## config.mk

```make
export PLATFORM = sky130hd
export DESIGN_NAME = crfc_parser
export DESIGN_NICKNAME = d
export VERILOG_FILES = /design/src/hdl/crfc_pkg.sv /design/src/hdl/crfc_parser.sv
export SDC_FILE = /design/constraint.sdc
export NUM_CORES = 1
export LEC_CHECK = 0
export ABC_AREA = 1
export BUFFER_PORTS_ARGS = -buffer_cell sky130_fd_sc_hd__buf_2
export CORE_ASPECT_RATIO = 1.5
export CORE_MARGIN = 1.5
export CORE_UTILIZATION = 51
export DETAILED_ROUTE_END_ITERATION = 8
export PLACE_DENSITY_LB_ADDON = 0.15
export SKIP_CTS_REPAIR_TIMING = 1
export SYNTH_ARGS = -nofsm -noshare
export SYNTH_HDL_FRONTEND = slang
export SYNTH_SLANG_ARGS = --single-unit
```

## constraint.sdc

```tcl
create_clock -name clk -period 2.8 [get_ports clk]
set_input_delay 0.42 -clock clk [delete_from_list [all_inputs] [get_ports clk]]
set_output_delay 0.42 -clock clk [all_outputs]
set_load 0.1 [all_outputs]
```

## src/hdl/crfc_pkg.sv

```systemverilog
// Shared types, constants and the CRC-8 step function of the response frame checker.
package crfc_pkg;

  // Default frame limits.
  localparam int DEF_MAX_PAYLOAD = 11;
  localparam int DEF_MIN_FRAME   = 6;
  localparam int DEF_MAX_FRAME   = 20;

  // Configuration registers.
  localparam int CFG_DATA_W = 16;
  localparam int CFG_IDX_W  = 1;
  localparam logic [CFG_IDX_W-1:0] REG_CRC_SEED      = 1'd0;
  localparam logic [CFG_IDX_W-1:0] REG_EXPECTED_HEAD = 1'd1;
  localparam logic [7:0]  CRC_SEED_RESET      = 8'h57;
  localparam logic [15:0] EXPECTED_HEAD_RESET = 16'h5A6B;

  // CRC-8 polynomial x^8 + x^2 + x + 1, MSB first.
  localparam logic [7:0] CRC_POLY = 8'h07;

  // Byte positions of the fixed frame fields.
  localparam int POS_HEAD_LO = 0;
  localparam int POS_HEAD_HI = 1;
  localparam int POS_TYPE_LO = 2;
  localparam int POS_TYPE_HI = 3;
  localparam int POS_LENGTH  = 4;
  localparam int POS_PAYLOAD = 5;

  // The length byte counts the payload plus the error and PEC bytes.
  localparam logic [7:0] LENGTH_OVERHEAD = 8'd2;

  typedef enum logic [2:0] {
    ST_OK        = 3'd0,
    ST_BAD_LEN   = 3'd1,
    ST_BAD_HEAD  = 3'd2,
    ST_BAD_PLEN  = 3'd3,
    ST_TRUNCATED = 3'd4,
    ST_BAD_PEC   = 3'd5
  } status_t;

  typedef struct packed {
    logic head_bad;
    logic plen_bad;
    logic pec_bad;
    logic len_seen;
  } flags_t;

  typedef struct packed {
    logic [7:0] rx_byte;
    logic       frame_last;
  } in_word_t;

  typedef struct packed {
    logic        valid;
    logic        payload_valid;
    logic [7:0]  payload_byte;
    logic [3:0]  payload_index;
    logic        frame_done;
    logic [2:0]  status;
    logic [15:0] frame_type;
    logic [7:0]  device_error;
    logic [3:0]  payload_count;
  } result_t;

  // One byte through the CRC-8 register, eight shift steps on a byte.
  function automatic logic [7:0] crc8_step(input logic [7:0] crc, input logic [7:0] data);
    logic [7:0] c;
    c = crc ^ data;
    for (int k = 0; k < 8; k++) begin
      c = c[7] ? ({c[6:0], 1'b0} ^ CRC_POLY) : {c[6:0], 1'b0};
    end
    return c;
  endfunction

endpackage

```

## src/hdl/crfc_parser.sv

```systemverilog
// Frame state and per-byte decode: CRC update, field capture, checks and status.
module crfc_parser import crfc_pkg::*; #(
  parameter int MAX_PAYLOAD = DEF_MAX_PAYLOAD,
  parameter int MIN_FRAME   = DEF_MIN_FRAME,
  parameter int MAX_FRAME   = DEF_MAX_FRAME
) (
  input  logic        clk,
  input  logic        rst,
  input  logic        step,
  input  in_word_t    word,
  input  logic [7:0]  crc_seed,
  input  logic [15:0] expected_head,
  output result_t     res
);

  localparam int PW = $clog2(MAX_FRAME + 2);
  localparam int CW = (PW > 8 ? PW : 8) + 1;

  logic [PW-1:0] byte_position, byte_position_next;
  logic [7:0]    crc_running, crc_running_next;
  logic [15:0]   type_store, type_store_next;
  logic [7:0]    head_low_store, head_low_store_next;
  logic [7:0]    declared_payload, declared_payload_next;
  logic [7:0]    error_byte_store, error_byte_store_next;
  flags_t        fault_flags, fault_flags_next;
  logic          pec_seen, pec_seen_next;

  logic          pv;
  logic          is_pec;
  logic [7:0]    crc_in;
  logic [CW-1:0] off;
  logic [CW-1:0] dpx;
  status_t       st;

  always_comb begin
    byte_position_next    = byte_position;
    crc_running_next      = crc_running;
    type_store_next       = type_store;
    head_low_store_next   = head_low_store;
    declared_payload_next = declared_payload;
    error_byte_store_next = error_byte_store;
    fault_flags_next      = fault_flags;
    pec_seen_next         = pec_seen;
    pv                    = 1'b0;
    is_pec                = 1'b0;
    crc_in                = (byte_position == PW'(POS_HEAD_LO)) ? crc_seed : crc_running;
    off                   = CW'(byte_position) - CW'(POS_PAYLOAD);
    dpx                   = CW'(declared_payload);

    if (byte_position < PW'(MAX_FRAME) && !pec_seen) begin
      priority if (byte_position == PW'(POS_HEAD_LO)) begin
        head_low_store_next = word.rx_byte;
      end else if (byte_position == PW'(POS_HEAD_HI)) begin
        if ({word.rx_byte, head_low_store} != expected_head) begin
          fault_flags_next.head_bad = 1'b1;
        end
      end else if (byte_position == PW'(POS_TYPE_LO)) begin
        type_store_next[7:0] = word.rx_byte;
      end else if (byte_position == PW'(POS_TYPE_HI)) begin
        type_store_next[15:8] = word.rx_byte;
      end else if (byte_position == PW'(POS_LENGTH)) begin
        declared_payload_next     = word.rx_byte - LENGTH_OVERHEAD;
        fault_flags_next.len_seen = 1'b1;
        if (declared_payload_next > 8'(MAX_PAYLOAD)) begin
          fault_flags_next.plen_bad = 1'b1;
        end
      end else begin
        if (!fault_flags.plen_bad) begin
          priority if (off < dpx) begin
            pv = !fault_flags.head_bad;
          end else if (off == dpx) begin
            error_byte_store_next = word.rx_byte;
          end else if (off == dpx + CW'(1)) begin
            is_pec        = 1'b1;
            pec_seen_next = 1'b1;
            if (word.rx_byte != crc_running) begin
              fault_flags_next.pec_bad = 1'b1;
            end
          end
        end
      end
      if (!is_pec) begin
        crc_running_next = crc8_step(crc_in, word.rx_byte);
      end
    end

    if (byte_position < PW'(MAX_FRAME + 1)) begin
      byte_position_next = byte_position + PW'(1);
    end
  end

  // Status priority over the state as it stands after this byte.
  always_comb begin
    priority if (byte_position_next < PW'(MIN_FRAME) ||
                 byte_position_next > PW'(MAX_FRAME)) begin
      st = ST_BAD_LEN;
    end else if (fault_flags_next.head_bad) begin
      st = ST_BAD_HEAD;
    end else if (fault_flags_next.plen_bad) begin
      st = ST_BAD_PLEN;
    end else if (!pec_seen_next) begin
      st = ST_TRUNCATED;
    end else if (fault_flags_next.pec_bad) begin
      st = ST_BAD_PEC;
    end else begin
      st = ST_OK;
    end
  end

  always_comb begin
    res               = '0;
    res.valid         = pv || word.frame_last;
    res.payload_valid = pv;
    if (pv) begin
      res.payload_byte  = word.rx_byte;
      res.payload_index = off[3:0];
    end
    if (word.frame_last) begin
      res.frame_done   = 1'b1;
      res.status       = st;
      res.frame_type   = type_store_next;
      res.device_error = error_byte_store_next;
      if (fault_flags_next.len_seen && !fault_flags_next.plen_bad) begin
        res.payload_count = declared_payload_next[3:0];
      end
    end
  end

  always_ff @(posedge clk) begin
    if (rst || (step && word.frame_last)) begin
      byte_position    <= '0;
      type_store       <= '0;
      head_low_store   <= '0;
      declared_payload <= '0;
      error_byte_store <= '0;
      fault_flags      <= '0;
      pec_seen         <= 1'b0;
    end else if (step) begin
      byte_position    <= byte_position_next;
      type_store       <= type_store_next;
      head_low_store   <= head_low_store_next;
      declared_payload <= declared_payload_next;
      error_byte_store <= error_byte_store_next;
      fault_flags      <= fault_flags_next;
      pec_seen         <= pec_seen_next;
    end
  end

  // The first byte of a frame always starts from the seed, so no clear is needed here.
  always_ff @(posedge clk) begin
    if (step) begin
      crc_running <= crc_running_next;
    end
  end

endmodule

```

==> results.tsv <==
metric	value	unit
status	finished, violations left	
violations	negative setup slack	
grtUsageTotal	31.9	%
rsz0062_at_grt	true	
die_x	76.7	um
start_kind	flip-flop	
dr.first_iter.drc_count	334	
place_congestion	0.929	
place_inst	817	
drc	0	
antenna_found_initial	0	
drtPass1Iterations	5	
cts_tree	yes	
place_area	5880	sq um
min_period_over_period	118	%
arrival	2.90	ns
syn_nets	668	
synth-edff-count	8	
n_antenna_cell	0	
hold_viol_final	0	
port-buffer-count	81	
initial_core_util	52.2	%
die_area	8710	sq um
gr-usage-met2	59.6	%
cts_inserted_buffers	9	
ys_seq_area_share	29.9	%
ys_types	42	
layout_common_cells	nand2_1 (87), inv_1 (79), dfxtp_1 (47), buf_12 (47)	
grt_pass1_wl	21800	um
clock_latency	0.33	ns
slew_viol_final	0	
max-cap-violations	0	
gr-usage-met3	6.16	%
routed_wl	13800	um
finalNonFillerCells	839	
power_density	534	nW/um^2
ant_nets	0	
die_h	114	um
design_area	6390	sq um
finalSetupViolations	31	
ys_warn_count	0	
grt_max_degree	40	
hold_depth	2	
routedWlPerCell	16.5	um
worst_pin_slew	0.591	ns
h-tree-depth	3	
cts_buffer_depth	2	
syn_inst	619	
place.detailed.hpwl	10000	um
worst_hold_slack	0.479	ns
criticalPathCategory	reg -> out	
period_needed	3.32	ns
postLayoutSetupSlackWorst	-0.516	ns
coreArea	7960	sq um
grt_overflow	0	
layout_commonest_cell	nand2_1	
busiest_layer	met2	
required	2.38	ns
r2r_cells	20	
cts.sinks	58	
setup_tns	-8.44	ns
power.leakage	0.00295	uW
syn-cell-area	4160	sq um
min_path_type	reg -> reg	
grt_use_met1	31.8	%
irDropWorstVdd	0.000413	V
viasPerCell	5.45	
synth_ff_type	dfxtp_1	
boundaryPins	82	
via_count	4571	
finClkSkew	0.00643	ns
maxSlewHeadroom	60.6	%
cp-end-kind	output pin	
ys_ff_latch	58	
finalNetCount	779	
drive_gt1_share	35.3	%
worstPathMaxFanout	8	
clkSlewWorstSetupHoldPaths	0.05	ns
ctsRootBufferMaster	clkbuf_16	
grt_pass1_vias	4595	
fmaxAchievable	302	MHz
syn_area_per_cell	6.71	sq um
fp-row-count	40	
ys_async_sr_fraction	0	%
area_growth	53.8	%
[worst max-delay path: stages (launching register included)]
cell     delay (ns)
dfxtp_4        0.35
inv_4          0.07
ha_4           0.13
inv_2          0.04
nand2_4        0.07
nand2_2        0.06
nand2_2        0.07
nand2_2        0.08
ha_4           0.28
nand2_4        0.05
nor2_2         0.07
nand2_1        0.05
nand3_1        0.07
nand3_1        0.08
nand2_2        0.12
nand4_1        0.18
buf_6          0.21
nand2_2        0.05
o21a_1         0.16
inv_2          0.05
nor2_4         0.12
buf_12         0.18
[sequential cells by signal (all words and copies together), names as in the netlist]
| register | cells |
|---|---|
| type_store | 16 |
| crc_running | 8 |
| declared_payload | 8 |
| error_byte_store | 8 |
| head_low_store | 8 |
| byte_position | 5 |
| fault_flags | 4 |
| pec_seen | 1 |
[Yosys cell counts (2+ instances only)]
cell type | n | area (sq um)
nand2_1 | 101 | 379
inv_1 | 94 | 353
nor2_1 | 87 | 327
a21oi_1 | 53 | 265
dfxtp_1 | 50 | 1000
o21ai_0 | 36 | 180
xor2_1 | 29 | 254
nand3_1 | 20 | 100
clkbuf_1 | 19 | 71.3
o211ai_1 | 19 | 143
xnor2_1 | 17 | 149
ha_1 | 13 | 163
nand4_1 | 9 | 56.3
edfxtp_1 | 8 | 240
o21a_1 | 8 | 60.1
buf_2 | 7 | 35.0
nor3_1 | 7 | 35.0
or2_2 | 5 | 31.3
a211oi_1 | 4 | 30.0
mux2i_1 | 4 | 40.0
o21ai_1 | 4 | 20.0
buf_4 | 2 | 15.0
clkbuf_2 | 2 | 10.0
clkinv_1 | 2 | 7.51
nand3b_1 | 2 | 15.0
[layer usage]
metal	up-vias	wire, um	share of wire, %
met1	2139	4900	35
met4	0	629	4.6
met5	-	0	0
met3	46	832	6.0
li1	2191	-	-
met2	195	7460	54
[path summary, 6_finish.rpt]
path	start	to	slack (ns)
max	byte_position[0]	res[8]	-0.52
min	fault_flags[0]	fault_flags[0]	0.48
max reg2reg	byte_position[0]	error_byte_store[6]	0.11
min reg2reg	fault_flags[0]	fault_flags[0]	0.48
[layout make-up]
| cell class | instances | area (sq um) |
|---|---|---|
| multi-input cells | 432 | 2850 |
| clock buffers | 12 | 256 |
| inverters | 98 | 373 |
| flip-flops and latches | 58 | 1250 |
| clock inverters | 3 | 40.0 |
| repair buffers | 131 | 1490 |
| well taps | 105 | 131 |
| fillers | 515 | 1570 |
[power by group]
group	internal [uW]	leakage, uW	total [uW]	switching (uW)
Sequential	996	0.000489	1060	65.8
Clock	728	0.000148	1100	374
Combinational	479	0.00232	1250	770
Total	2200	0.00295	3410	1210
[through the flow]
step | power, uW | utilization, % | setup slack (ns)
6_report | 3410 | 80.3 | -0.516
3_3_place_gp | 2230 | 73.8 | -0.103
3_5_place_dp | 2270 | 73.8 | -0.198
5_1_grt | 3560 | 80.3 | -0.644
2_1_floorplan | 1920 | - | -0.340
4_1_cts | 3370 | 77.6 | -0.583
[cells by family after synthesis]
logic type               share of synthesized area, %
buffers and inverters                            12.3
AO/OA/AOI/OAI                                    17.6
flip-flops                                       29.9
adder cells (fa/ha/maj)                          3.91
XOR/XNOR                                         10.7
AND/OR/NAND/NOR                                  24.2
multiplexers                                     1.32
No activity file was read; power rests on OpenSTA's default activity.
